<file path="src/hw/rtl/lhsm_pkg.sv">
// Shared constants, types and helpers of the latency histogram statistics monitor.
package lhsm_pkg;

  localparam int NUM_BUCKETS = 64;
  localparam int NUM_PHASES  = 3;
  localparam int PHASE_W     = 2;
  localparam int BKT_W       = (NUM_BUCKETS > 1) ? $clog2(NUM_BUCKETS) : 1;
  localparam int HIST_DEPTH  = NUM_PHASES * NUM_BUCKETS;
  localparam int HIST_AW     = $clog2(HIST_DEPTH);
  // bucket sum of one phase
  localparam int TOT_W       = 32 + BKT_W;
  localparam int DIV_N_W     = (TOT_W + 7 > 49) ? TOT_W + 7 : 49;
  localparam int DIV_D_W     = 32;
  localparam int PCT_SCALE   = 100;
  localparam int DIV_CNT_W   = $clog2(DIV_N_W + 1);

  localparam logic REG_BUCKET_WIDTH = 1'b0;

  typedef enum logic [1:0] {
    OP_RECORD,
    OP_QUERY,
    OP_EMPTY
  } op_e;

  typedef struct packed {
    op_e                kind;
    logic [PHASE_W-1:0] phase;
    logic [31:0]        sample_time;
    logic [6:0]         pct;
    logic [BKT_W-1:0]   bucket;
  } lhsm_op_t;

  function automatic logic [15:0] eff_width(logic [15:0] w);
    return (w == 16'd0) ? 16'd1 : w;
  endfunction

  function automatic logic [HIST_AW-1:0] hist_addr(logic [PHASE_W-1:0] ph,
                                                   logic [BKT_W-1:0] idx);
    return HIST_AW'(ph) * HIST_AW'(NUM_BUCKETS) + HIST_AW'(idx);
  endfunction

endpackage

</file>
<file path="src/hw/rtl/lhsm_queue.sv">
// Two-entry request queue between the front and back ends.
module lhsm_queue (
  input  logic               clk_i,
  input  logic               rst_ni,
  input  logic               push_i,
  input  lhsm_pkg::lhsm_op_t data_i,
  output logic               full_o,
  input  logic               pop_i,
  output logic               empty_o,
  output lhsm_pkg::lhsm_op_t data_o
);
  import lhsm_pkg::*;

  lhsm_op_t   entry_q [2];
  logic       wr_ptr_q, rd_ptr_q;
  logic [1:0] fill_q;

  assign full_o  = fill_q == 2'd2;
  assign empty_o = fill_q == 2'd0;
  assign data_o  = entry_q[rd_ptr_q];

  always_ff @(posedge clk_i or negedge rst_ni) begin
    if (!rst_ni) begin
      wr_ptr_q <= 1'b0;
      rd_ptr_q <= 1'b0;
      fill_q   <= 2'd0;
    end else begin
      if (push_i) begin
        wr_ptr_q <= ~wr_ptr_q;
      end
      if (pop_i) begin
        rd_ptr_q <= ~rd_ptr_q;
      end
      if (push_i && !pop_i) begin
        fill_q <= fill_q + 2'd1;
      end else if (pop_i && !push_i) begin
        fill_q <= fill_q - 2'd1;
      end
    end
  end

  always_ff @(posedge clk_i) begin
    if (push_i) begin
      entry_q[wr_ptr_q] <= data_i;
    end
  end
endmodule

</file>
<file path="config.mk">
export PLATFORM = sky130hd
export DESIGN_NAME = lhsm_queue
export DESIGN_NICKNAME = d
export VERILOG_FILES = /design/src/hw/rtl/lhsm_pkg.sv /design/src/hw/rtl/lhsm_queue.sv
export SDC_FILE = /design/constraint.sdc
export NUM_CORES = 1
export LEC_CHECK = 0
export ABC_AREA = 1
export BUFFER_PORTS_ARGS = -buffer_cell sky130_fd_sc_hd__buf_2
export CORE_MARGIN = 3
export CORE_UTILIZATION = 30
export DETAILED_ROUTE_END_ITERATION = 12
export PLACE_DENSITY = 0.48
export SETUP_SLACK_MARGIN = 0.15
export SKIP_LAST_GASP = 1
export SYNTH_ARGS = -nofsm -noshare
export SYNTH_HDL_FRONTEND = slang
export SYNTH_SLANG_ARGS = --single-unit
export TNS_END_PERCENT = 5
</file>
<file path="constraint.sdc">
create_clock -name clk_i -period 3.6 [get_ports clk_i]
set_input_delay 0 -clock clk_i [delete_from_list [all_inputs] [get_ports clk_i]]
set_output_delay 0 -clock clk_i [all_outputs]
set_load 0.02 [all_outputs]
</file>
# --- After elaboration in Yosys (flattened, before gate mapping) ---
# Memories as Yosys holds them, arrays and structs flattened.
# Cells that the tools add are included.
totals:
  register_bits: 4
  latch_bits: 0
  ramBits: 98
  romBits: 0
  in_bits: 53
  output_inout_bits: 51
  wordCells: 19
  n_memories: 1
memory_table:
  columns: ["memory", "depth", "word_bits", "rd", "rd_ports_with_merged_regs", "wr", "line", "rtl"]
  rows:
  - ["entry_q", 2, 49, 1, 0, 1, "lhsm_queue.sv:14", "lhsm_op_t entry_q [2];"]
classes:
  addsub: 2
  n_mul: 0
  div: 0
  order_cmp: 0
  eq_ne: 1
  shift: 0
  muxes: 4
  bitwise: 2
  n_reduce_logical: 6
ops:
  columns: ["operator", "n"]
  rows:
  - ["$mux 2", 2]
  - ["$add 2x1->2 const B", 1]
  - ["$eq 2x2->1 const B", 1]
  - ["$logic_and 1x1->1", 2]
  - ["$logic_not 1->1", 2]
  - ["$logic_not 2->1", 1]
  - ["$mux 1", 2]
  - ["$not 1->1", 2]
  - ["$reduce_bool 2->1", 1]
  - ["$sub 2x1->2 const B", 1]

# --- Longest topological paths before layout ---
# Gate-level depths: netlist (run 1).
logic_depth:
  depth_word: 4
  ltp_mapped: 7
  ltp_nobuf: 7

# --- Worst setup path before layout (run 1) ---
# OpenSTA, ideal clock, no wires.
synth_timing:
  path_type: "register to register"
  start: "register wr_ptr_q"
  end: "memory entry_q[0][0] in the netlist's numbering (enable)"
  setup_ns: 0.457
  arrival_time_ns: 2.467
  required_ns: 3.143
  slack_ns: 0.676
  stages_incl_launch_ff: 2
  path_buffers: 0
  synth_period_minus_slack_ns: 2.924
  path_cell_list: "dfrtp_1 -> nor2_1"
synth_rtl:
  columns: ["item", "line", "rtl"]
  rows:
  - ["from (decl)", "lhsm_queue.sv:15", "logic wr_ptr_q, rd_ptr_q;"]
  - ["from (signal assigned)", "lhsm_queue.sv:29", "wr_ptr_q <= ~wr_ptr_q;"]
  - ["to (decl)", "lhsm_queue.sv:14", null]
# Straight into the memory's write port.

==> out/results.tsv, run 1 <==
metric	value	unit
status	finished, final reports clean	
wire_per_inst	14.0	um
hold_buffers	53	
nNetsFinal	395	
dpl_worst_slack	1.76	ns
area_growth_syn_to_layout	37.0	%
core_area	12800	um2
gp_congestion	0.620	
synth_area	4000	um2
finalCriticalPeriod	1.99	ns
cts.sinks	102	
synth_cells	178	
maxSlewViolCount	0	
seq_area_frac_synth	76.1	%
crit_slowest_cell	dfrtp_4	
post-route-util	42.7	%
maxCapViolations	0	
period_share	55.4	%
die_area	14700	um2
synth_area_per_cell	22.5	um2
dpl.hpwl	4350	um
port_buffers	103	
clock_latency	0.34	ns
placementRows	41	
wl	7260	um
synth_cell_types	13	
ant_nets	0	
cts_setup_buffers	0	
critPathMaxStageDelay	1.04	ns
grt_pass1_wl	11000	um
hold_class	in2reg	
cts-resized-gates	0	
p_per_area	747	nW/um2
max_freq	501	MHz
start_util	31.2	%
vias_per_cell	4.08	
diodes	0	
cts_buffers	9	
yosysWarnings	0	
yosys-top-cells-area	edfxtp_1 74%, mux2_4 18%, buf_12 2.5%	
fin_cells	517	
tightestPinTransition	0.990	ns
setup_violations	0	
ios	104	
dp.cells	449	
cp-end-kind	output port	
dr.pass1.iters	4	
fin_setup_tns	0	ns
finalWorstSetupSlack	1.61	ns
criticalPathCategory	reg2out	
critical_path_arrival	1.99	ns
crit_buf_inv	1	
rsz0062_at_grt	no	
syn_nets	232	
die_h	121	um
via_count	2107	
finClkSkew	0.00245	ns
crit_chain	mux2_4 > buf_2	
worstSetupStartpointType	register	
clk_path_buf_depth	2	
leakage	2.23	nW
cp.required	3.60	ns
htreeDepth	3	
synth_top_area_share	73.6	%
fin_area	5480	um2
overflow	0	
antenna_found_initial	0	
yosys.area.top_type	edfxtp_1	
grt.total_usage	10.0	%
synth-seq-cells	102	
drc	0	
root_buffer	clkbuf_16	
drive_gt1_share	49.0	%
clk_pin_slew	0.06	ns
crit_family	flip-flops	
cts_tree	built	
slew_headroom	34.0	%
crit_fanout	50	
dpl_cell_area	4640	um2
peakVddDrop	532	uV
die_w	121	um
grt_pass1_vias	2151	
drtIter0Drc	97	
hold_viol_final	0	
grt_max_degree	51	
==> cell usage after synthesis <==
master / instances
inv_1: 7
buf_12: 5
edfxtp_1: 98
xor2_1: 2
buf_6: 1
nand4_1: 1
xnor2_1: 1
mux2_4: 49
ha_1: 1
nand3_1: 1
nor2_1: 3
dfrtp_1: 4
nand2_1: 5
==> cell type report <==
type / count / area [um2]
Fill cell: 1180 / 7350
Sequential cell: 102 / 3050
Timing Repair Buffer: 158 / 1060
Multi-Input combinational cell: 63 / 823
Clock buffer: 10 / 229
Tap cell: 172 / 215
Clock inverter: 5 / 75.1
Inverter: 7 / 26.3
==> state kept, by name (all words and copies together), names as in the netlist <==
name / flops
fill_q: 2
rd_ptr_q: 1
wr_ptr_q: 1
entry_q: 98
==> layer usage <==
metal | up-vias | GRT usage (%) | part of all wire, %
met5 | - | 0 | 0
met4 | 0 | 6.09 | 2.2
met3 | 11 | 2.80 | 6.3
met2 | 63 | 15.9 | 47
met1 | 1027 | 12.1 | 44
li1 | 1006 | - | -
==> kinds of logic (layout without fill, tap and decap cells) <==
logic type / Yosys count / in the layout / synth area share [%]
flops: 102 / 102 / 76.1
mux: 49 / 49 / 18.4
buf+inv: 13 / 180 / 3.44
simple gates: 10 / 10 / 1.03
xor+xnor: 3 / 3 / 0.658
fa+ha+maj: 1 / 1 / 0.313
==> worst paths after layout <==
kind	from	endpoint	slack, ns	cells after the start
max	rd_ptr_q	data_o[39]	1.61	2
min	data_i[11]	entry_q[0][11]	0.38	2
max reg2reg	wr_ptr_q	entry_q[1][29]	1.81	3
min reg2reg	fill_q[1]	fill_q[1]	0.50	2
max in group asynchronous	rst_ni	rd_ptr_q	2.83	3
min in group asynchronous	rst_ni	fill_q[1]	0.56	3
==> power by group <==
part           internal (mW)  switching, mW  total, mW
sequential              1.58          0.223       1.80
combinational          0.655          0.639       1.29
clock                  0.600          0.392      0.993
total                   2.84           1.25       4.09
==> cell usage in the layout, fill, tap and decap left out <==
| cell type | Yosys | layout |
|---|---|---|
| buf_2 | 0 | 103 |
| edfxtp_1 | 98 | 98 |
| dlygate4sd3_1 | 0 | 53 |
| mux2_4 | 49 | 49 |
| clkbuf_16 | 0 | 9 |
| inv_1 | 7 | 6 |
| nand2_1 | 5 | 5 |
| dfrtp_1 | 4 | 3 |
| nor2_1 | 3 | 2 |
| xor2_1 | 2 | 2 |
| bufinv_16 | 0 | 2 |
| clkinv_1 | 0 | 2 |
| buf_4 | 0 | 2 |
| inv_2 | 0 | 1 |
| nor2_4 | 0 | 1 |
| xnor2_1 | 1 | 1 |
| nand3_1 | 1 | 1 |
| nand4_1 | 1 | 1 |
| ha_1 | 1 | 1 |
| clkinvlp_4 | 0 | 1 |
| clkbuf_1 | 0 | 1 |
| dfrtp_4 | 0 | 1 |
==> metrics by stage <==
| stage | hold slack (ns) | power (mW) |
|---|---|---|
| after floorplan | -0.296 | 2.82 |
| after global placement | -0.186 | 3.11 |
| after detailed placement | -0.184 | 3.12 |
| after CTS | 0.361 | 4.17 |
| after global routing | 0.373 | 4.29 |
| final | 0.381 | 4.09 |
Power figures use the tool's default switching activity.
==> run 2: changes to the inputs <==
clock period = 2 ns   (was 3.6 ns; I/O delays follow)
==> run 2 against run 1 <==
Die area stayed put; via count decreased by 2.3%; register-to-register slack got worse by 1.2 ns; combinational power grew 110%; global-route usage up 0.19 points; core utilization up 0.52 points; sequential power increased by 65%; setup slack lost 1.3 ns; non-clock buffer count rose by 2; critical endpoint is now data_o[34]; largest cell class unchanged; highest routed layer unchanged.
==> out/results.tsv, run 2 (synthesized netlist as in run 1, its figures left out) <==
metric	value	unit	change
status	finished, final reports clean		
diodes	0		unchanged
vias_per_cell	3.96		-2.9%
hold_depth	2		unchanged
setup_violations	0		unchanged
r2r_cells	3		unchanged
largest_reg_flops	98		unchanged
power_frac_comb	36.1	%	+4.4 points
grt_max_degree	51		unchanged
rsz0062_at_grt	no		
crit_chain	buf_12 > mux2_4 > buf_2		
dpl_worst_slack	0.656	ns	-1.11 ns
dpl_cell_area	4710	um2	+1.4%
finalCriticalPeriod	1.66	ns	
nFillCells	1160		-1.7%
clkPwrFrac	24.0	%	-0.3 points
wire_per_inst	13.6	um	-3.0%
pwr-share-seq	39.9	%	-4.2 points
leakage	2.26	nW	+1.4%
start_util	31.2	%	unchanged
post-route-util	43.2	%	+0.52 points
dr.pass1.iters	4		unchanged
maxCapViolations	0		unchanged
tightestPinTransition	0.414	ns	-0.577 ns
worst_r2r_startpoint	wr_ptr_q		
crit_slowest_cell	dfrtp_4		
period_share	82.9	%	
drtIter0Drc	84		-13%
criticalPathCategory	reg2out		
drive_gt1_share	49.1	%	+0.15 points
top_regs	entry_q: 98 flops, fill_q: 2 flops		
fin_area	5540	um2	+1.2%
hold_end	entry_q[0][14]		
die_w	121	um	unchanged
hold-worst-slack	0.382	ns	+0.00108 ns
gp_congestion	0.671		+8.2%
peakVddDrop	531	uV	-0.14%
finClkSkew	0.00402	ns	+0.00158 ns
die_area	14700	um2	unchanged
critPathMaxStageDelay	0.42	ns	-0.62 ns
antenna_found_initial	0		unchanged
slew_headroom	72.4	%	+38 points
power.switching	2.26	mW	+80%
area_growth_syn_to_layout	38.7	%	
maxSlewViolCount	0		unchanged
clock_latency	0.34	ns	about the same
wl	7090	um	-2.4%
clk_pin_slew	0.06	ns	about the same
crit_buf_inv	2		+1
cp-end-kind	output port		
hold_viol_final	0		unchanged
grt_pass1_vias	2097		-2.5%
port_buffers	103		unchanged
ios	104		unchanged
drc	0		unchanged
nNetsFinal	397		+0.51%
multiInputGateArea	823	um2	unchanged
layout_commonest_cell	buf_2		
clk_path_buf_depth	2		unchanged
grt_pass1_wl	11100	um	+0.24%
largest-register	entry_q		
worstReg2RegEnd	entry_q[1][16]		
cts-resized-gates	0		unchanged
crit_family	buffers and inverters		
dpl.hpwl	4310	um	-0.85%
ant_nets	0		unchanged
cts_setup_buffers	0		unchanged
die_h	121	um	unchanged
p_per_area	1340	nW/um2	+79%
cp.required	2.00	ns	-1.60 ns
p_int	5.17	mW	+82%
hp-start	data_i[14]		
overflow	0		unchanged
worstSetupStartpointType	register		
core_area	12800	um2	unchanged
htreeDepth	3		unchanged
cts_tree	built		
ff_latch_area	3050	um2	unchanged
netSwitchingFraction	30.4	%	-0.23 points
finalWorstSetupSlack	0.341	ns	-1.26 ns
fin_setup_tns	0	ns	unchanged
cts.sinks	102		unchanged
placementRows	41		unchanged
hold_class	in2reg		
crit_fanout	50		unchanged
critical_path_arrival	1.66	ns	-0.33 ns
final_cell_mix	103 x buf_2, 98 x edfxtp_1, 53 x dlygate4sd3_1, 49 x mux2_4, 9 x clkbuf_16		
grt.total_usage	10.2	%	+0.19 points
cts_buffers	9		unchanged
rrSetupSlack	0.66	ns	-1.15 ns
via_count	2058		-2.3%
max_freq	603	MHz	
root_buffer	clkbuf_16		
-- run 2: cell types whose count changed in the layout (fill, tap and decap cells not counted), sizes merged --
cell / delta
clkinvlp: -1
buf: +2
clkinv: +2
-- run 2: layout make-up --
type / count / share of cell area [%]
inverters: 7 / 0.474
well taps: 172 / 3.88
flip-flops and latches: 102 / 55.0
clock buffers: 10 / 4.13
repair buffers: 160 / 20.3
clock inverters: 6 / 1.38
multi-input cells: 63 / 14.9
-- run 2: what timing repair did --
action | 4_1_cts | 5_1_grt
setup endpoints to repair | 0 | 0
hold buffers | 53 | 0
endpoints found under the hold margin | 104 | 0
-- run 2: routing by layer --
| layer | track usage [%] | vias up | share of wire [%] |
|---|---|---|---|
| li1 | - | 1015 | - |
| met1 | 13.3 | 966 | 45 |
| met2 | 15.2 | 65 | 47 |
| met3 | 2.66 | 12 | 5.8 |
| met4 | 6.09 | 0 | 2.4 |
| met5 | 0 | - | 0 |
-- run 2: worst max-delay path by stage --
stage,cells past startpoint,endpoint,start,slack (ns)
CTS,3,data_o[34],rd_ptr_q,0.32
global placement,3,entry_q[1][22],wr_ptr_q,0.66
global route,3,data_o[32],rd_ptr_q,0.29
floorplan,2,entry_q[1][0],wr_ptr_q,0.17
detailed placement,3,entry_q[1][14],wr_ptr_q,0.66
finish,3,data_o[34],rd_ptr_q,0.34
-- run 2: through the flow --
stage / cells / power [mW]
finish: 520 / 7.43
global route: 520 / 7.82
CTS: 520 / 7.58
detailed placement: 451 / 5.69
global placement: 451 / 5.66
floorplan: 178 / 5.08
-- run 2: power by group through the flow --
stage	Combinational (mW)	Sequential [mW]	Clock, mW
floorplan	2.09	2.99	0
global route	2.88	3.01	1.93
global placement	2.67	3.00	0
detailed placement	2.67	3.02	0
finish	2.68	2.97	1.78
CTS	2.76	2.97	1.85
-- run 2: worst reg2reg max path: cells and delay by family (launching register included) --
kind,cells,cell delay (ns)
simple gates,1,0.09
buf+inv,2,0.54
flops,1,0.42
==> run 3: changes to the inputs <==
clock period = 1.7 ns   (was 2 ns; I/O delays follow)
==> run 3 against run 2 <==
Routed wire length increased by 2.2%; via count grew 2.0%; cell area is 0.29% lower; power is 14% higher; first-iteration DRC count shrank 29%; largest cell class unchanged.
==> out/results.tsv, run 3 (synthesized netlist as in run 1, its figures left out) <==
metric	value	unit	change
dpl.hpwl	4660	um	+8.0%
die_area	14700	um2	unchanged
grt_pass1_wl	11400	um	+3.2%
p_per_area	1540	nW/um2	+15%
crit_family	flip-flops		
wl	7240	um	+2.2%
max_freq	644	MHz	
nNetsFinal	400		+0.76%
critical_path_arrival	1.55	ns	-0.11 ns
clk_path_buf_depth	2		unchanged
setup_violations	0		unchanged
status	finished, final reports clean		
cp.required	1.70	ns	-0.30 ns
cts.sinks	102		unchanged
dpl_cell_area	4740	um2	+0.61%
drc	0		unchanged
largest_reg_flops	98		unchanged
die_h	121	um	unchanged
cts_buffers	9		unchanged
die_w	121	um	unchanged
area_growth_syn_to_layout	38.3	%	
worstReg2RegEnd	entry_q[1][18]		
crit_buf_inv	2		unchanged
dp.cells	454		+0.67%
hp-start	data_i[43]		
layout_commonest_cell	buf_2		
final_cell_mix	103 x buf_2, 98 x edfxtp_1, 53 x dlygate4sd3_1, 49 x mux2_4, 9 x clkbuf_16		
path_depth	3		unchanged
finalCriticalPeriod	1.55	ns	
rsz0062_at_grt	yes		
clk_pin_slew	0.07	ns	about the same
core_area	12800	um2	unchanged
hold_depth	2		unchanged
tightestPinTransition	0.330	ns	-0.0842 ns
overflow	0		unchanged
cts_setup_buffers	0		unchanged
peakVddDrop	774	uV	+46%
grt_max_degree	29		-43%
fin_cells	523		+0.58%
placementRows	41		unchanged
worst_r2r_startpoint	wr_ptr_q		
maxCapViolations	0		unchanged
start_util	31.2	%	unchanged
crit_fanout	23		-54%
ant_nets	0		unchanged
root_buffer	clkbuf_16		
htreeDepth	3		unchanged
cp-end-kind	output port		
critPathMaxStageDelay	0.53	ns	+0.11 ns
antenna_found_initial	0		unchanged
fin_setup_tns	0	ns	unchanged
maxSlewViolCount	0		unchanged
dr.pass1.iters	4		unchanged
top_regs	entry_q: 98 flops, fill_q: 2 flops		
criticalPathCategory	reg2out		
clock_latency	0.34	ns	about the same
cts_tree	built		
drtIter0Drc	60		-29%
slew_headroom	78.0	%	+5.6 points
hold_end	entry_q[0][43]		
gp_congestion	0.622		-7.3%
nFillCells	1184		+2.1%
finClkSkew	0.00846	ns	+0.00444 ns
worstSetupStartpointType	register		
rrSetupSlack	0.33	ns	-0.33 ns
drive_gt1_share	49.3	%	+0.15 points
hold_viol_final	0		unchanged
largest-register	entry_q		
crit_chain	buf_12 > mux2_4 > buf_2		
r2r_cells	3		unchanged
wire_per_inst	13.8	um	+1.6%
fin_area	5530	um2	-0.29%
period_share	91.4	%	
ios	104		unchanged
leakage	2.24	nW	-0.67%
grt.total_usage	10.4	%	+0.22 points
port_buffers	103		unchanged
vias_per_cell	4.01		+1.4%
crit_slowest_cell	dfrtp_4		
grt_pass1_vias	2253		+7.4%
diodes	0		unchanged
hold_class	in2reg		
via_count	2099		+2.0%
==> run 3: area by class of cell <==
class | count | area (um2) | area share [%]
clock buffer | 14 | 244 | 4.41
clock inverter | 2 | 8.76 | 0.158
inverter | 7 | 30.0 | 0.543
timing repair buffer | 163 | 1160 | 20.9
tap | 172 | 215 | 3.89
sequential | 102 | 3050 | 55.1
multi-input combinational | 63 | 826 | 14.9
==> run 3: through the flow <==
stage	setup slack [ns]	utilization, %	power, mW	hold slack (ns)
CTS	0.114	43.1	8.70	0.364
global route	0.0948	43.1	8.96	0.376
detailed placement	0.301	36.9	6.75	-0.187
global placement	0.337	36.9	6.72	-0.185
floorplan	0.122	-	5.98	-0.296
finish	0.147	43.1	8.50	0.381
==> run 3: how the worst max path moves through the flow <==
stage | endpoint | start | slack, ns
3_3_place_gp | entry_q[1][16] | wr_ptr_q | 0.34
2_1_floorplan | entry_q[1][0] | wr_ptr_q | 0.12
6_report | data_o[47] | rd_ptr_q | 0.15
3_5_place_dp | entry_q[1][13] | wr_ptr_q | 0.30
5_1_grt | data_o[41] | rd_ptr_q | 0.09
4_1_cts | data_o[37] | rd_ptr_q | 0.11
==> run 3: power breakdown <==
group	internal, mW	total, mW	switching [mW]	leakage, nW
sequential	3.35	3.51	0.169	0.966
clock	0.988	1.79	0.800	0.122
combinational	1.51	3.19	1.69	1.15
==> run 3: worst register-to-register path, stage by stage, from the launching register on <==
cell        delay (ns)
dfrtp_1           0.44
nand2_2           0.10
clkinvlp_4        0.29
buf_12            0.28
==> run 3: what timing repair did <==
item                       CTS  global route
hold endpoints to repair   104             0
setup endpoints to repair   48            48
hold buffers                53             0
resized for setup            2             0
==> run 3: metal layers <==
| layer | share of wire [%] | track usage [%] | routed length, um | up-vias |
|---|---|---|---|---|
| met5 | 0 | 0 | 0 | - |
| met4 | 1.2 | 3.78 | 85 | 0 |
| met3 | 6.2 | 3.96 | 449 | 9 |
| met2 | 51 | 17.1 | 3670 | 64 |
| met1 | 42 | 12.5 | 3030 | 1009 |
| li1 | - | - | - | 1017 |
