`src/hw/rtl/lhsm_pkg.sv`:
```
// Shared constants, types and helpers of the latency histogram statistics monitor.
package lhsm_pkg;

  localparam int NUM_BUCKETS = 64;
  localparam int NUM_PHASES  = 3;
  localparam int PHASE_W     = 2;
  localparam int BKT_W       = (NUM_BUCKETS > 1) ? $clog2(NUM_BUCKETS) : 1;
  localparam int HIST_DEPTH  = NUM_PHASES * NUM_BUCKETS;
  localparam int HIST_AW     = $clog2(HIST_DEPTH);
  // bucket sum of one phase
  localparam int TOT_W       = 32 + BKT_W;
  localparam int DIV_N_W     = (TOT_W + 7 > 49) ? TOT_W + 7 : 49;
  localparam int DIV_D_W     = 32;
  localparam int PCT_SCALE   = 100;
  localparam int DIV_CNT_W   = $clog2(DIV_N_W + 1);

  localparam logic REG_BUCKET_WIDTH = 1'b0;

  typedef enum logic [1:0] {
    OP_RECORD,
    OP_QUERY,
    OP_EMPTY
  } op_e;

  typedef struct packed {
    op_e                kind;
    logic [PHASE_W-1:0] phase;
    logic [31:0]        sample_time;
    logic [6:0]         pct;
    logic [BKT_W-1:0]   bucket;
  } lhsm_op_t;

  function automatic logic [15:0] eff_width(logic [15:0] w);
    return (w == 16'd0) ? 16'd1 : w;
  endfunction

  function automatic logic [HIST_AW-1:0] hist_addr(logic [PHASE_W-1:0] ph,
                                                   logic [BKT_W-1:0] idx);
    return HIST_AW'(ph) * HIST_AW'(NUM_BUCKETS) + HIST_AW'(idx);
  endfunction

endpackage

```
`src/hw/rtl/lhsm_in_if.sv`:
```
// Request channel carrying one record or query request.
interface lhsm_in_if;
  logic        valid;
  logic        ready;
  logic        action;
  logic [1:0]  phase;
  logic [31:0] sample_time;
  logic [6:0]  percentile_pct;

  modport source (output valid, action, phase, sample_time, percentile_pct, input ready);
  modport sink (input valid, action, phase, sample_time, percentile_pct, output ready);
endinterface

```
`src/hw/rtl/lhsm_div.sv`:
```
// Restoring divider, one quotient bit per cycle.
module lhsm_div (
  input  logic                        clk_i,
  input  logic                        rst_ni,
  input  logic                        start_i,
  input  logic [lhsm_pkg::DIV_N_W-1:0] num_i,
  input  logic [lhsm_pkg::DIV_D_W-1:0] den_i,
  output logic                        done_o,
  output logic [lhsm_pkg::DIV_N_W-1:0] quo_o
);
  import lhsm_pkg::*;

  logic [DIV_N_W-1:0]   quo_q, quo_d;
  logic [DIV_D_W:0]     rem_q, rem_d;
  logic [DIV_D_W-1:0]   den_q;
  logic [DIV_CNT_W-1:0] cnt_q, cnt_d;
  logic                 busy_q, busy_d;
  logic                 done_q, done_d;
  logic [DIV_D_W:0]     shifted;
  logic                 fits;

  always_comb begin
    shifted = {rem_q[DIV_D_W-1:0], quo_q[DIV_N_W-1]};
    fits    = shifted >= {1'b0, den_q};
    quo_d   = quo_q;
    rem_d   = rem_q;
    cnt_d   = cnt_q;
    busy_d  = busy_q;
    done_d  = 1'b0;
    if (start_i) begin
      quo_d  = num_i;
      rem_d  = '0;
      cnt_d  = '0;
      busy_d = 1'b1;
    end else if (busy_q) begin
      quo_d = {quo_q[DIV_N_W-2:0], fits};
      rem_d = fits ? shifted - {1'b0, den_q} : shifted;
      cnt_d = cnt_q + 1'b1;
      if (cnt_q == DIV_CNT_W'(DIV_N_W - 1)) begin
        busy_d = 1'b0;
        done_d = 1'b1;
      end
    end
  end

  always_ff @(posedge clk_i or negedge rst_ni) begin
    if (!rst_ni) begin
      busy_q <= 1'b0;
      done_q <= 1'b0;
      cnt_q  <= '0;
    end else begin
      busy_q <= busy_d;
      done_q <= done_d;
      cnt_q  <= cnt_d;
    end
  end

  always_ff @(posedge clk_i) begin
    quo_q <= quo_d;
    rem_q <= rem_d;
    if (start_i) begin
      den_q <= den_i;
    end
  end

  assign done_o = done_q;
  assign quo_o  = quo_q;
endmodule

```
`src/hw/rtl/lhsm_front.sv`:
```
// Front end: accepts requests, classifies them and computes the histogram bucket.
module lhsm_front (
  input  logic               clk_i,
  input  logic               rst_ni,
  input  logic               init_done_i,
  input  logic [15:0]        eff_width_i,
  lhsm_in_if.sink            in_i,
  output logic               push_o,
  output lhsm_pkg::lhsm_op_t op_o,
  input  logic               full_i
);
  import lhsm_pkg::*;

  typedef enum logic [1:0] {F_IDLE, F_DIVS, F_DIVW, F_PUSH} fstate_e;

  fstate_e            state_q;
  lhsm_op_t           op_q;
  logic               take;
  logic               div_done;
  logic [DIV_N_W-1:0] div_quo;
  logic [DIV_N_W-1:0] div_num;
  logic [DIV_D_W-1:0] div_den;
  logic [BKT_W-1:0]   bucket;

  assign in_i.ready = (state_q == F_IDLE) && init_done_i;
  assign take       = in_i.valid && in_i.ready;

  // round(t / w) = (2t + w) / 2w
  assign div_num = DIV_N_W'({1'b0, op_q.sample_time, 1'b0}) + DIV_N_W'(eff_width_i);
  assign div_den = DIV_D_W'({eff_width_i, 1'b0});
  assign bucket  = (div_quo >= DIV_N_W'(NUM_BUCKETS)) ? BKT_W'(NUM_BUCKETS - 1)
                                                       : div_quo[BKT_W-1:0];

  lhsm_div u_div (
    .clk_i  (clk_i),
    .rst_ni (rst_ni),
    .start_i(state_q == F_DIVS),
    .num_i  (div_num),
    .den_i  (div_den),
    .done_o (div_done),
    .quo_o  (div_quo)
  );

  always_ff @(posedge clk_i or negedge rst_ni) begin
    if (!rst_ni) begin
      state_q <= F_IDLE;
    end else begin
      unique case (state_q)
        F_IDLE: begin
          if (take) begin
            op_q.phase       <= in_i.phase;
            op_q.sample_time <= in_i.sample_time;
            op_q.pct         <= in_i.percentile_pct;
            op_q.bucket      <= '0;
            if (in_i.phase >= PHASE_W'(NUM_PHASES)) begin
              op_q.kind <= OP_EMPTY;
              state_q   <= F_PUSH;
            end else if (in_i.action) begin
              op_q.kind <= OP_QUERY;
              state_q   <= F_PUSH;
            end else begin
              op_q.kind <= OP_RECORD;
              state_q   <= F_DIVS;
            end
          end
        end
        F_DIVS: state_q <= F_DIVW;
        F_DIVW: begin
          if (div_done) begin
            op_q.bucket <= bucket;
            state_q     <= F_PUSH;
          end
        end
        F_PUSH: begin
          if (!full_i) begin
            state_q <= F_IDLE;
          end
        end
        default: state_q <= F_IDLE;
      endcase
    end
  end

  assign push_o = (state_q == F_PUSH) && !full_i;
  assign op_o   = op_q;
endmodule

```
`src/flat_wrapper.sv`:
```
// flat-port wrapper written by rule: the top's interface ports become plain ports
module lhsm_front_flat import lhsm_pkg::*;
  (clk_i, rst_ni, init_done_i, eff_width_i, push_o, op_o, full_i, in_i_valid, in_i_action, in_i_phase, in_i_sample_time, in_i_percentile_pct, in_i_ready);
  lhsm_in_if in_i_i ();
  input  logic clk_i;
  input  logic rst_ni;
  input  logic init_done_i;
  input  logic [15:0] eff_width_i;
  output logic push_o;
  output lhsm_pkg::lhsm_op_t op_o;
  input  logic full_i;
  input wire logic [$bits(in_i_i.valid)-1:0] in_i_valid;
  input wire logic [$bits(in_i_i.action)-1:0] in_i_action;
  input wire logic [$bits(in_i_i.phase)-1:0] in_i_phase;
  input wire logic [$bits(in_i_i.sample_time)-1:0] in_i_sample_time;
  input wire logic [$bits(in_i_i.percentile_pct)-1:0] in_i_percentile_pct;
  output wire logic [$bits(in_i_i.ready)-1:0] in_i_ready;
  assign in_i_i.valid = in_i_valid;
  assign in_i_i.action = in_i_action;
  assign in_i_i.phase = in_i_phase;
  assign in_i_i.sample_time = in_i_sample_time;
  assign in_i_i.percentile_pct = in_i_percentile_pct;
  assign in_i_ready = in_i_i.ready;
  lhsm_front u_core (.clk_i(clk_i), .rst_ni(rst_ni), .init_done_i(init_done_i), .eff_width_i(eff_width_i), .in_i(in_i_i), .push_o(push_o), .op_o(op_o), .full_i(full_i));
endmodule
```
`config.mk`:
```
export PLATFORM = sky130hd
export DESIGN_NAME = lhsm_front_flat
export DESIGN_NICKNAME = d
export VERILOG_FILES = /design/src/hw/rtl/lhsm_pkg.sv /design/src/hw/rtl/lhsm_in_if.sv /design/src/hw/rtl/lhsm_div.sv /design/src/hw/rtl/lhsm_front.sv /design/src/flat_wrapper.sv
export SDC_FILE = /design/constraint.sdc
export NUM_CORES = 1
export LEC_CHECK = 0
export BUFFER_PORTS_ARGS = -buffer_cell sky130_fd_sc_hd__clkbuf_2
export CORE_ASPECT_RATIO = 2
export CORE_UTILIZATION = 45
export CTS_CLUSTER_SIZE = 12
export DETAILED_ROUTE_END_ITERATION = 12
export GPL_ROUTABILITY_DRIVEN = 1
export PLACE_DENSITY = 0.65
export SLEW_MARGIN = 20
export SYNTH_ARGS = -nofsm -noshare
export SYNTH_HDL_FRONTEND = slang
export SYNTH_SLANG_ARGS = --single-unit
```
`constraint.sdc`:
```
create_clock -name clk_i -period 4.3 [get_ports clk_i]
set_input_delay 0.215 -clock clk_i [delete_from_list [all_inputs] [get_ports clk_i]]
set_output_delay 0.215 -clock clk_i [all_outputs]
set_load 0.005 [all_outputs]
```
# ---- Word level (Yosys, flattened, before mapping)
# Cells that the tools add are included.
dict set report classes {
  n_addsub 3
  n_mul 0
  n_div 0
  magnitude_cmp 3
  eq_ne 7
  shifts 0
  n_mux 22
  bitwise_logic 0
  n_reduce_logical 10
}
# op count
set ops {}
lappend ops {{$mux W49} 2}
lappend ops {{$ge A49 B7 Y1 const B} 1}
lappend ops {{$add A33 B16 Y34} 1}
lappend ops {{$ge A33 B17 Y1} 1}
lappend ops {{$mux W32} 1}
lappend ops {{$sub A32 B17 Y32} 1}
lappend ops {{$mux W6} 5}
lappend ops {{$pmux W6 S2} 1}
lappend ops {{$mux W2} 5}
lappend ops {{$pmux W2 S4} 1}
lappend ops {{$mux W1} 7}
lappend ops {{$add A6 B1 Y6 const B} 1}
lappend ops {{$eq A6 B6 Y1 const B} 1}
lappend ops {{$reduce_and A3 Y1} 2}
lappend ops {{$eq A2 B2 Y1 const B} 2}
lappend ops {{$ne A2 B2 Y1 const B} 2}
lappend ops {{$reduce_and A4 Y1} 1}
lappend ops {{$reduce_bool A2 Y1} 2}
lappend ops {{$logic_and A1 B1 Y1} 3}
lappend ops {{$eq A2 B1 Y1 const B} 1}
lappend ops {{$ge A2 B2 Y1 const B} 1}
lappend ops {{$logic_not A2 Y1} 1}
lappend ops {{$ne A2 B1 Y1 const B} 1}
lappend ops {{$logic_not A1 Y1} 1}
dict set report totals {
  reg_bits 156
  latchBits 0
  ram_bits 0
  rom_bits 0
  input_bits 63
  out_inout_bits 51
  word_cells 57
  n_memories 0
}

# ---- Logic depth before layout (Yosys ltp)
# Gate-level depths: netlist (run 1).
dict set report depth {
  word_depth 5
  depth_mapped 13
  depth_no_buf 11
}

# ---- By module
# A second synthesis (run 1) with hierarchy kept.
dict set report hier_totals {
  hier_cells 882
  area_unflattened_um2 9611.7
}
# module instances cells_each area_each_um2 seq_area_each_um2
set modules_own_cells {}
lappend modules_own_cells {lhsm_div 1 626 6625.1 3273.1}
lappend modules_own_cells {lhsm_front 1 256 2986.6 1521.5}

# ---- Worst setup path after synthesis (run 1)
# OpenSTA, ideal clock, no wires.
dict set report synth_path {
  path_kind {flip-flop to flip-flop}
  start {register u_core.state_q[1]}
  end {register u_core.u_div.quo_q[0], in the netlist u_core.u_div.quo_o[0] (enable)}
  setup_ns 0.403
  arrival_ns 2.585
  t_required_ns 3.897
  slack_ns 1.312
  stages_incl_launch_ff 7
  path_buffers 2
  period_less_slack_ns 2.988
  path_cell_list {dfrtp_1 inv_1 ha_1 clkbuf_1 nor2_1 clkbuf_1 inv_1}
}
dict set report synth_between {
  elab_chain_cells 2
}
# item line_no
set synth_lines {}
lappend synth_lines {{start, declared} lhsm_front.sv:16} ;# fstate_e state_q;
lappend synth_lines {{start signal, assigned} lhsm_front.sv:46} ;# state_q <= F_IDLE;
lappend synth_lines {{start signal, assigned} lhsm_front.sv:57} ;# state_q <= F_PUSH;
lappend synth_lines {{start signal, assigned} lhsm_front.sv:60} ;# state_q <= F_PUSH;
lappend synth_lines {{$eq A2 B1 Y1} lhsm_front.sv:37} ;# .start_i(state_q == F_DIVS),
lappend synth_lines {{$reduce_bool A2 Y1 (no line)} -}
lappend synth_lines {{end signal, assigned} lhsm_div.sv:59} ;# quo_q <= quo_d;
lappend synth_lines {{end, declared} lhsm_div.sv:13} ;# logic [DIV_N_W-1:0] quo_q, quo_d;
# No other way between the ends.
# A chain may end at the register's enable or synchronous reset.

# ---- Final worst setup path (run 1)
dict set report layout_path {
  start {input eff_width_i[1]}
  end {register u_core.u_div.quo_q[23], in the netlist u_core.u_div.quo_o[23], data pin}
}
dict set report layout_between {
  elab_chain_cells 2
}
# item line_no
set layout_lines {}
lappend layout_lines {{start, declared} flat_wrapper.sv:8} ;# input logic [15:0] eff_width_i;
lappend layout_lines {{$add A33 B16 Y34} lhsm_front.sv:29} ;# assign div_num = DIV_N_W'({1'b0, op_q.sample_time, 1'b0}) + DIV_N_W'(eff_width_i);
lappend layout_lines {{$mux W49} lhsm_div.sv:30} ;# if (start_i) begin
lappend layout_lines {{net u_core.u_div.quo_d[23]} lhsm_div.sv:13}
# The timed path passes the listed nets, and every way through them passes these cells.

==> results of run 1 <==
-- through the flow --
step / setup WS (ps) / hold WS (ps) / area [sq um]
2_1_floorplan: 1310 / -80.6 / 8010
5_1_grt: 938 / 1.63 / 9840
4_1_cts: 1080 / 0.978 / 9840
6_report: 1070 / 20.1 / 9840
3_3_place_gp: 1200 / 99.5 / 8800
3_5_place_dp: 1130 / 106 / 8800
-- cell type report --
type,count,area (sq um)
clock inverter,14,97.6
timing repair buffer,170,1130
fill,1516,7510
sequential,156,4310
multi-input combinational,492,3480
tap,210,263
inverter,34,128
clock buffer,18,429
-- what timing repair did --
| action | 4_1_cts | 5_1_grt |
|---|---|---|
| setup buffers | 0 | 0 |
| endpoints found under the hold margin | 60 | 0 |
| hold buffers | 51 | 0 |
-- worst paths after layout --
check,startpoint,to,cells past startpoint
max,eff_width_i[1],u_core.u_div.quo_o[23],12
min,eff_width_i[3],u_core.u_div.den_q[4],1
max reg2reg,u_core.op_o[13],u_core.u_div.quo_o[23],10
min reg2reg,u_core.u_div.rem_q[8],u_core.u_div.rem_q[8],2
max in group asynchronous,rst_ni,u_core.u_div.cnt_q[2],2
min in group asynchronous,rst_ni,u_core.u_div.cnt_q[0],2
-- logic make-up (layout without fill, tap and decap cells) --
logic type / count (synthesis) / count (layout) / share of synthesized area (%)
flops: 156 / 156 / 53.9
xor+xnor: 61 / 61 / 6.67
buf+inv: 58 / 236 / 2.89
mux: 16 / 16 / 2.22
fa+ha+maj: 40 / 40 / 6.44
compound gates: 165 / 165 / 13.9
simple gates: 210 / 210 / 14.0
-- power by group through the flow --
stage          clock [uW]  combinational, uW  sequential [uW]
2_1_floorplan           0               2000             2440
3_3_place_gp            0               2460             2530
3_5_place_dp            0               2530             2550
4_1_cts              1380               2590             2520
5_1_grt              1430               2870             2580
6_report             1350               2580             2530
-- metal layers --
metal / global-route usage [%] / up-vias / share of wire, %
li1: - / 2921 / -
met1: 20.2 / 2910 / 36
met2: 40.7 / 148 / 57
met3: 3.87 / 51 / 2.8
met4: 12.0 / 0 / 4.2
met5: 0 / - / 0
-- worst max-delay path: cells and delay by family --
kind,cells,cell delay [ps]
xor gates and xnor gates,1,160
and+or+nand+nor,1,260
AOI/OAI and AO/OA,6,1450
adders and majority gates,2,630
buffers and inverters,2,660
-- state kept, by name, indices dropped and copies added, names as in the netlist --
register	count
u_core.u_div.rem_q	32
u_core.u_div.cnt_q	6
u_core.op_o	49
u_core.u_div.busy_q	1
u_core.state_q	2
u_core.u_div.done_o	1
u_core.u_div.quo_o	49
u_core.u_div.den_q	16
-- cells in the mapped netlist, drive strengths merged (5+ instances only) --
library cell | number | share of area [%]
a21o | 11 | 1.0
nor4 | 14 | 1.3
inv | 34 | 1.6
ha | 38 | 5.9
nand2b | 8 | 0.62
o21a | 7 | 0.66
edfxtp | 114 | 43
buf | 6 | 0.45
nor2 | 73 | 3.6
o21bai | 5 | 0.47
nor2b | 19 | 1.5
nor3 | 11 | 0.75
a21oi | 60 | 4.0
xnor2 | 34 | 3.7
a211oi | 24 | 2.6
o211ai | 6 | 0.56
nand3 | 11 | 0.84
dfxtp | 32 | 8.0
dfrtp | 10 | 3.1
clkbuf | 18 | 0.84
xor2 | 27 | 3.0
nand2 | 31 | 1.5
o21ai | 28 | 1.9
and3 | 10 | 0.84
and2 | 6 | 0.47
mux2 | 14 | 2.0
nand4 | 12 | 0.94
==> metrics.csv, run 1 <==
stage,metric,value,unit
clock_tree,root buf cell,clkbuf_16,
pwr,switching power,2380,uW
floorplan,Top Ports,114,
place,placed cell count,1011,
yosys,ys async rst share,6.41,%
timing,Worst slew margin,30.6,%
clock_tree,total CTS buffers,17,
timing,Fin. Hold Viols,0,
drt,Routed WL per cell,16.9,um
timing,RSZ-0062 raised after global routing,no,
finish,number of non-filler instances in the completed layout,1094,
finish,most frequent cells in the layout,"edfxtp_1 (114), clkbuf_2 (113), nor2_1 (72)",
drt,Detailed Routing Iterations Pass 1,4,
yosys,Post-synth EDFFs,114,
drt,Remaining DRCs,0,
place,Buffers on Ports,113,
critical_path,Worst setup SP type,input pin,
pwr,Pwr Density,657,nW/um^2
clock_tree,clock sinks,156,
floorplan,initial core utilization,46.1,%
global_route,first-pass GRT wire length,29500,um
drt,ANT nets after route,0,
yosys,Unique masters post-synth,63,
drt,Initial DRC Count,219,
global_route,total track usage,21.2,%
clock_tree,Clock Pin Slew Worst Setup and Hold Paths,60,ps
yosys,syn_area_per_cell,11.3,sq um
place,dpl hpwl,13600,um
yosys,synthesized flop and latch total,156,
pwr,Clk pwr share,20.9,%
timing,worst-margin pin slew,1040,ps
finish,"commonest non-fill, non-tap cell in the layout",edfxtp_1,
yosys,part of the Yosys area used for sequential elements,53.9,%
clock_tree,H-tree lvl count,4,
critical_path,flop2flop setup slack,1150,ps
timing,"Slew Viols, Final",0,
floorplan,Core ar.,17400,sq um
finish,fin nets,974,
critical_path,CP required,4450,ps
critical_path,Setup CP Type,input pin to flip-flop,
critical_path,slowest CP cell,dlygate4sd3_1,
pwr,Design Power,6460,uW
timing,post-route clock period utilization,75.2,%
pwr,Comb power frac,40.0,%
critical_path,"Largest stage delay, worst path",540,ps
global_route,vias in the first global route,6305,
yosys,Ys Warns,0,
critical_path,"most used cell, CP",a21oi_1,
global_route,initial antenna violation count,0,
finish,# diodes,0,
global_route,largest net degree at the start of global routing,75,
drt,Via Count,6030,
timing,Final setup viols,0,
floorplan,chip height,191,um
yosys,Post-Syn Nets,809,
timing,Fin Setup TNS,0,ps
yosys,Mapped Area,8010,sq um
job,number of max-cap violations,0,
timing,min Tclk post-route,3230,ps
global_route,GRT overflow,0,
critical_path,CP Capture Type,flip-flop,
pwr,sequential power share,39.1,%
pwr,P_leak,0.00399,uW
run_status,status,"finished, final reports clean",
yosys,most common flop cell mapped by yosys,edfxtp_1,
drt,final WL,18500,um
critical_path,critical path cell sequence,"dlygate4sd3_1, clkbuf_2, ha_1, fa_1, a21oi_1, o21bai_1, a2111o_1, a21oi_1, a31oi_1, nand4_1, xor2_1, a21oi_1",
finish,fin util,56.7,%
clock_tree,Clock Path Buffers,2,
drt,via density per instance,5.51,
critical_path,CP max FO,9,
clock_tree,clock latency on the worst-skew pair,420,ps
timing,f_max,309,MHz
pwr,internal power,4080,uW
pwr,Switching Share,36.9,%
critical_path,CP arrival,3390,ps
floorplan,Rows,68,
clock_tree,CTS tree,yes,
finish,area delta synth->final,22.9,%
worst_hold_path,HP Class,input pin to flip-flop,
finish,layout cells sized above 1,21.2,%
pwr,Worst IR Drop VDD,0.320,mV
clock_tree,cts repair resizes,0,
yosys,cells after synthesis,706,
floorplan,die area,18400,sq um
floorplan,Horiz. Die Dim,96.3,um
timing,Setup Skew,11.2,ps
place,GP Congestion,0.856,
(Power assumes the default switching activity.)
==> run 2: changes to the inputs <==
clock period = 3.24 ns   (was 4.3 ns; I/O delays follow)
==> metrics.csv, run 2 (synthesis results as in run 1) <==
stage,metric,value,unit,change
run_status,status,"finished, final reports clean",,
clock_tree,clock sinks,156,,unchanged
critical_path,Reg2Reg Depth,10,,unchanged
clock_tree,CTS tree,yes,,
critical_path,CP Capture Type,flip-flop,,
timing,f_max,324,MHz,
worst_hold_path,min-delay src,in_i_action,,
critical_path,WP depth,10,,-2
timing,Final setup viols,0,,unchanged
global_route,largest net degree at the start of global routing,116,,+55%
critical_path,slowest CP cell,a2111o_1,,
place,placed instance area,8830,sq um,+0.28%
global_route,total track usage,21.2,%,-0.065 points
critical_path,Setup CP Type,flip-flop to flip-flop,,
floorplan,Top Ports,114,,unchanged
critical_path,CP required,3410,ps,-1040 ps
timing,Setup Skew,12.2,ps,+1.02 ps
clock_tree,Clock Path Buffers,2,,unchanged
clock_tree,Clock Pin Slew Worst Setup and Hold Paths,70,ps,about the same
drt,Initial DRC Count,234,,+6.8%
drt,final WL,18400,um,-0.41%
finish,most frequent cells in the layout,"edfxtp_1 (114), clkbuf_2 (113), nor2_1 (71)",,
finish,fillcell total,1500,,-1.1%
timing,min Tclk post-route,3080,ps,
clock_tree,root buf cell,clkbuf_16,,
place,Buffers on Ports,113,,unchanged
critical_path,Crit path buffers/inverters,0,,-2
critical_path,CP max FO,3,,-6
job,number of max-cap violations,0,,unchanged
floorplan,Core ar.,17400,sq um,unchanged
critical_path,"most used cell, CP",a21oi_2,,
place,GP Congestion,0.835,,-2.5%
pwr,Clk pwr share,21.7,%,+0.8 points
pwr,Switching Share,36.5,%,-0.36 points
critical_path,flop2flop setup slack,160,ps,-990 ps
drt,via density per instance,5.48,,-0.51%
drt,Via Count,6054,,+0.40%
timing,"Slew Viols, Final",0,,unchanged
critical_path,critical path cell sequence,"ha_1, fa_1, a21oi_2, o21bai_1, a2111o_1, a21oi_2, nor2b_4, o21ai_0, xor2_1, mux2_2",,
worst_hold_path,worst hold path cell count,2,,+1
pwr,Pwr Density,867,nW/um^2,+32%
timing,post-route clock period utilization,95.1,%,
finish,layout cells sized above 1,21.6,%,+0.43 points
worst_hold_path,WHS Endpoint,u_core.op_o[47],,
pwr,Comb power frac,39.7,%,-0.3 points
place,placed cell count,1014,,+0.30%
critical_path,largest delay contributor family on the critical path,compound AO/OA/AOI/OAI gates,,
finish,area delta synth->final,24.6,%,
finish,Finished Cell Area,9980,sq um,+1.4%
critical_path,"Largest stage delay, worst path",500,ps,-40 ps
clock_tree,total CTS buffers,17,,unchanged
finish,multi-input logic area,3500,sq um,+0.68%
timing,worst setup margin,158,ps,-909 ps
finish,number of non-filler instances in the completed layout,1104,,+0.91%
global_route,first-pass GRT wire length,29300,um,-0.82%
global_route,GRT overflow,0,,unchanged
clock_tree,H-tree lvl count,4,,unchanged
drt,ANT nets after route,0,,unchanged
timing,worst-margin pin slew,1080,ps,+41.7 ps
drt,Remaining DRCs,0,,unchanged
timing,Fin Setup TNS,0,ps,unchanged
critical_path,worst reg2reg path endpoint,u_core.u_div.quo_o[15],,
worst_hold_path,HP Class,input pin to flip-flop,,
pwr,Worst IR Drop VDD,0.570,mV,+78%
clock_tree,setup bufs post-CTS,0,,unchanged
global_route,vias in the first global route,6331,,+0.41%
pwr,Design Power,8660,uW,+34%
pwr,P_leak,0.00404,uW,+1.2%
timing,Fin. Hold Viols,0,,unchanged
critical_path,CP arrival,3250,ps,-140 ps
pwr,internal power,5500,uW,+35%
floorplan,chip height,191,um,unchanged
critical_path,Worst setup SP type,flip-flop,,
drt,Routed WL per cell,16.7,um,-1.3%
floorplan,initial core utilization,46.1,%,unchanged
finish,# diodes,0,,unchanged
clock_tree,clock latency on the worst-skew pair,430,ps,about the same
floorplan,Horiz. Die Dim,96.3,um,unchanged
timing,Worst slew margin,27.8,%,-2.8 points
place,dpl hpwl,13300,um,-1.7%
place,Place WS,28.7,ps,-1100 ps
floorplan,Rows,68,,unchanged
pwr,sequential power share,38.6,%,-0.5 points
pwr,switching power,3160,uW,+33%
finish,fin nets,984,,+1.0%
timing,RSZ-0062 raised after global routing,no,,
drt,Detailed Routing Iterations Pass 1,4,,unchanged
finish,register area,4310,sq um,unchanged
critical_path,worst r2r src,u_core.op_o[13],,
global_route,initial antenna violation count,0,,unchanged
finish,"commonest non-fill, non-tap cell in the layout",edfxtp_1,,
floorplan,die area,18400,sq um,unchanged
## run 2: cell types whose count changed in the layout (fill, tap and decap cells not counted), sizes merged
cell         before  now
dlygate4sd3      51   58
buf               6    9
clkinv           11    8
clkinvlp          1    4
bufinv            0    1
clkbuf          131  130
## run 2: power groups by stage
stage	logic (uW)	clock network [uW]	registers, uW
after floorplan	2650	0	3230
after CTS	3440	1910	3340
after detailed placement	3370	0	3380
final	3440	1880	3340
after global routing	3810	1990	3420
after global placement	3260	0	3360
## run 2: repair_timing
action,CTS,global route
gates resized for setup,1,4
endpoints found under the hold margin,67,0
gates cloned,0,0
hold buffers,58,0
endpoints found under the setup margin,1,2
pin swaps,0,0
## run 2: layout make-up
class                           count  area share [%]
Sequential cell                   156            43.2
Timing Repair Buffer              180            12.3
Tap cell                          210            2.63
Clock buffer                       17            4.26
Clock inverter                     15            1.24
Multi-Input combinational cell    492            35.1
Inverter                           34            1.28
## run 2: how the worst max path moves through the flow
| stage | startpoint | endpoint | slack, ps |
|---|---|---|---|
| CTS | u_core.op_o[13] | u_core.u_div.quo_o[15] | 60 |
| floorplan | u_core.state_q[1] | u_core.u_div.quo_o[0] | 250 |
| global route | u_core.op_o[13] | u_core.u_div.quo_o[15] | 50 |
| global placement | u_core.op_o[13] | u_core.u_div.quo_o[11] | 150 |
| finish | u_core.op_o[13] | u_core.u_div.quo_o[15] | 160 |
| detailed placement | u_core.op_o[13] | u_core.u_div.quo_o[15] | 30 |
## run 2: per-stage QoR
stage	util (%)	hold slack, ps
after floorplan	-	-134
after global routing	57.5	78.5
after detailed placement	50.9	58.7
after CTS	57.4	48.8
after global placement	50.9	51.8
final	57.5	58.3
## run 2: layer usage
| metal | GRT usage (%) | vias to the layer above | part of all wire [%] |
|---|---|---|---|
| li1 | - | 2943 | - |
| met1 | 20.4 | 2894 | 36 |
| met2 | 39.5 | 161 | 56 |
| met3 | 3.75 | 56 | 3.5 |
| met4 | 13.5 | 0 | 5.0 |
| met5 | 0 | - | 0 |
==> run 3: changes to the inputs <==
ABC_AREA = 1   (was default)
PLACE_DENSITY = default   (was 0.65)
==> metrics.csv, run 3 <==
stage,metric,value,unit,change
global_route,GRT overflow,0,,unchanged
critical_path,CP arrival,2950,ps,-300 ps
clock_tree,CTS tree,yes,,
drt,Routed WL per cell,17.1,um,+2.5%
drt,final WL,27700,um,+50%
critical_path,CP Capture Type,flip-flop,,
timing,f_max,383,MHz,+18%
yosys,largest family of logic cells by synthesized area,simple AND/OR/NAND/NOR gates,,
timing,Fin Setup TNS,0,ps,unchanged
finish,most frequent cells in the layout,"nand2_1 (352), inv_1 (164), edfxtp_1 (114)",,
critical_path,crit path from,u_core.u_div.den_q[1],,
global_route,initial antenna violation count,0,,unchanged
yosys,multiplexer area fraction after synthesis,0,%,-2.2 points
floorplan,Core ar.,19800,sq um,+14%
clock_tree,total CTS buffers,17,,unchanged
global_route,total track usage,28.4,%,+7.2 points
finish,area delta synth->final,22.5,%,
yosys,post-synthesis adder-cell area fraction,5.66,%,-0.78 points
place,Buffers on Ports,113,,unchanged
worst_hold_path,HP Class,input pin to flip-flop,,
timing,min Tclk post-route,2610,ps,-473 ps
timing,Worst slew margin,59.3,%,+32 points
yosys,Ys Warns,0,,unchanged
yosys,Unique masters post-synth,41,,-35%
yosys,simple logic cell fraction of the synthesized area,29.4,%,+15 points
drt,ANT nets after route,0,,unchanged
critical_path,worst reg2reg path endpoint,u_core.u_div.rem_q[2],,
timing,Setup Skew,8.70,ps,-3.51 ps
clock_tree,Clock Pin Slew Worst Setup and Hold Paths,60,ps,about the same
yosys,Mapped Area,9110,sq um,+14%
pwr,Worst IR Drop VDD,0.440,mV,-23%
timing,worst setup margin,631,ps,+473 ps
clock_tree,H-tree lvl count,4,,unchanged
yosys,Synth area leaders,"edfxtp_1 (38%), nand2_1 (14%), dfxtp_1 (7.0%)",,
critical_path,Reg2Reg Depth,14,,+4
critical_path,crit path capture,u_core.u_div.rem_q[2],,
yosys,Post-synth EDFFs,114,,unchanged
clock_tree,cts repair resizes,0,,-1
pwr,Pwr Density,861,nW/um^2,-0.79%
drt,Via Count,8304,,+37%
yosys,synthesized flop and latch total,156,,unchanged
place,dpl hpwl,21500,um,+61%
clock_tree,setup bufs post-CTS,0,,unchanged
drt,via density per instance,5.14,,-6.2%
floorplan,initial core utilization,46.0,%,-0.16 points
yosys,"count leader, synth",nand2_1,,
floorplan,Top Ports,114,,unchanged
finish,# diodes,0,,unchanged
global_route,vias in the first global route,8752,,+38%
yosys,share of the synthesized area in the top cell type,37.6,%,-5.2 points
critical_path,CP required,3580,ps,+170 ps
timing,"Slew Viols, Final",0,,unchanged
timing,Fin. Hold Viols,0,,unchanged
yosys,cells after synthesis,1161,,+64%
yosys,syn_area_per_cell,7.85,sq um,-31%
clock_tree,clock sinks,156,,unchanged
floorplan,die area,20900,sq um,+14%
timing,worst-margin pin slew,604,ps,-479 ps
finish,fillcell total,1936,,+29%
clock_tree,root buf cell,clkbuf_16,,
drt,Initial DRC Count,337,,+44%
critical_path,worst r2r src,u_core.u_div.den_q[1],,
floorplan,Rows,73,,+7.4%
clock_tree,clock latency on the worst-skew pair,450,ps,+20 ps
global_route,largest net degree at the start of global routing,56,,-52%
critical_path,flop2flop setup slack,630,ps,+470 ps
finish,fin nets,1443,,+47%
yosys,compound-cell area share of the yosys netlist,7.17,%,-6.7 points
yosys,Synth Area in XOR/XNOR,2.21,%,-4.5 points
yosys,"area leader, netlist",edfxtp_1,,
critical_path,CP max FO,30,,+27
yosys,most common flop cell mapped by yosys,edfxtp_1,,
yosys,Post-Syn Nets,1264,,+56%
drt,Remaining DRCs,0,,unchanged
finish,layout cells sized above 1,13.2,%,-8.4 points
floorplan,Horiz. Die Dim,103,um,+6.5%
yosys,ys async rst share,6.41,%,unchanged
run_status,status,"finished, final reports clean",,
clock_tree,Clock Path Buffers,2,,unchanged
timing,RSZ-0062 raised after global routing,no,,
job,number of max-cap violations,0,,unchanged
critical_path,Setup CP Type,flip-flop to flip-flop,,
finish,"commonest non-fill, non-tap cell in the layout",nand2_1,,
timing,Final setup viols,0,,unchanged
worst_hold_path,min-delay src,in_i_action,,
pwr,P_leak,0.00520,uW,+29%
drt,Detailed Routing Iterations Pass 1,5,,+1
global_route,first-pass GRT wire length,43300,um,+48%
critical_path,Worst setup SP type,flip-flop,,
yosys,Post-synth top cells,"nand2_1 (352), inv_1 (165), edfxtp_1 (114)",,
yosys,part of the Yosys area used for sequential elements,47.3,%,-6.5 points
floorplan,chip height,203,um,+6.6%
timing,post-route clock period utilization,80.5,%,-15 points
place,GP Congestion,0.966,,+16%
place,Place WS,658,ps,+629 ps
clock_tree,# hold bufs at CTS,58,,unchanged
-- run 3: cell types whose count changed after synthesis, moves of 17 or more --
| cell | change |
|---|---|
| nand3_1 | +78 |
| nand2_1 | +321 |
| inv_1 | +131 |
| nor2b_1 | -19 |
| xor2_1 | -24 |
| o21ai_1 | +17 |
| o21ai_0 | +25 |
| a211oi_1 | -18 |
| nor2_1 | +27 |
-- run 3: worst min-delay path by stage --
stage | slack, ps | end | cells past startpoint
2_1_floorplan | -130 | u_core.state_q[0] | 0
3_3_place_gp | 120 | u_core.u_div.cnt_q[0] | 2
3_5_place_dp | 120 | u_core.u_div.cnt_q[0] | 2
4_1_cts | 70 | u_core.op_o[47] | 3
5_1_grt | 100 | u_core.op_o[47] | 3
6_report | 90 | u_core.op_o[47] | 3
-- run 3: layout make-up --
| type | count | area, sq um | area share, % |
|---|---|---|---|
| Multi-Input combinational cell | 813 | 4060 | 36.4 |
| Clock inverter | 11 | 121 | 1.09 |
| Timing Repair Buffer | 181 | 1260 | 11.3 |
| Clock buffer | 21 | 440 | 3.94 |
| Sequential cell | 156 | 4310 | 38.6 |
| Tap cell | 262 | 328 | 2.94 |
| Inverter | 171 | 642 | 5.75 |
-- run 3: critical path: stages, from the launching register on --
cell and delay (ps):
edfxtp_1 380, ha_1 250, fa_1 420, inv_1 110, nand3_1 70, nand3_1 170, nand2_1 90, nand3_2 120
nand2_1 60, nand2_1 160, inv_2 70, nand2_4 330, nand2_1 100, nand3_1 90, o21ai_1 60
-- run 3: report_power, final --
part           leakage, uW  total [uW]  switching [uW]  internal, uW
Sequential         0.00154        3280             366          2910
Combinational      0.00340        4380            2890          1500
Clock             0.000261        1950             821          1130
Total              0.00520        9610            4070          5530
-- run 3: metrics by stage --
stage / hold WS [ps] / power (uW) / cells / util, % / instance area, sq um
finish: 91.9 / 9610 / 1615 / 56.3 / 11200
global route: 98.7 / 10300 / 1615 / 56.3 / 11200
CTS: 65.9 / 9650 / 1615 / 56.3 / 11200
detailed placement: 117 / 7610 / 1525 / 50.6 / 10000
global placement: 116 / 7570 / 1525 / 50.6 / 10000
floorplan: -134 / 6290 / 1161 / - / 9120
-- run 3: cells by family (layout without fill, tap and decap cells) --
family | count (synthesis) | count (layout)
AND/OR/NAND/NOR | 625 | 625
buffers and inverters | 192 | 384
flip-flops | 156 | 156
AO/OA/AOI/OAI | 125 | 125
adder cells (fa/ha/maj) | 40 | 40
XOR/XNOR | 23 | 23
-- run 3: layer usage --
layer  GRT usage [%]  routed length, um
met1            25.0               9110
met2            55.5              15900
met3            5.45                902
met4            17.8               1750
met5               0                  0
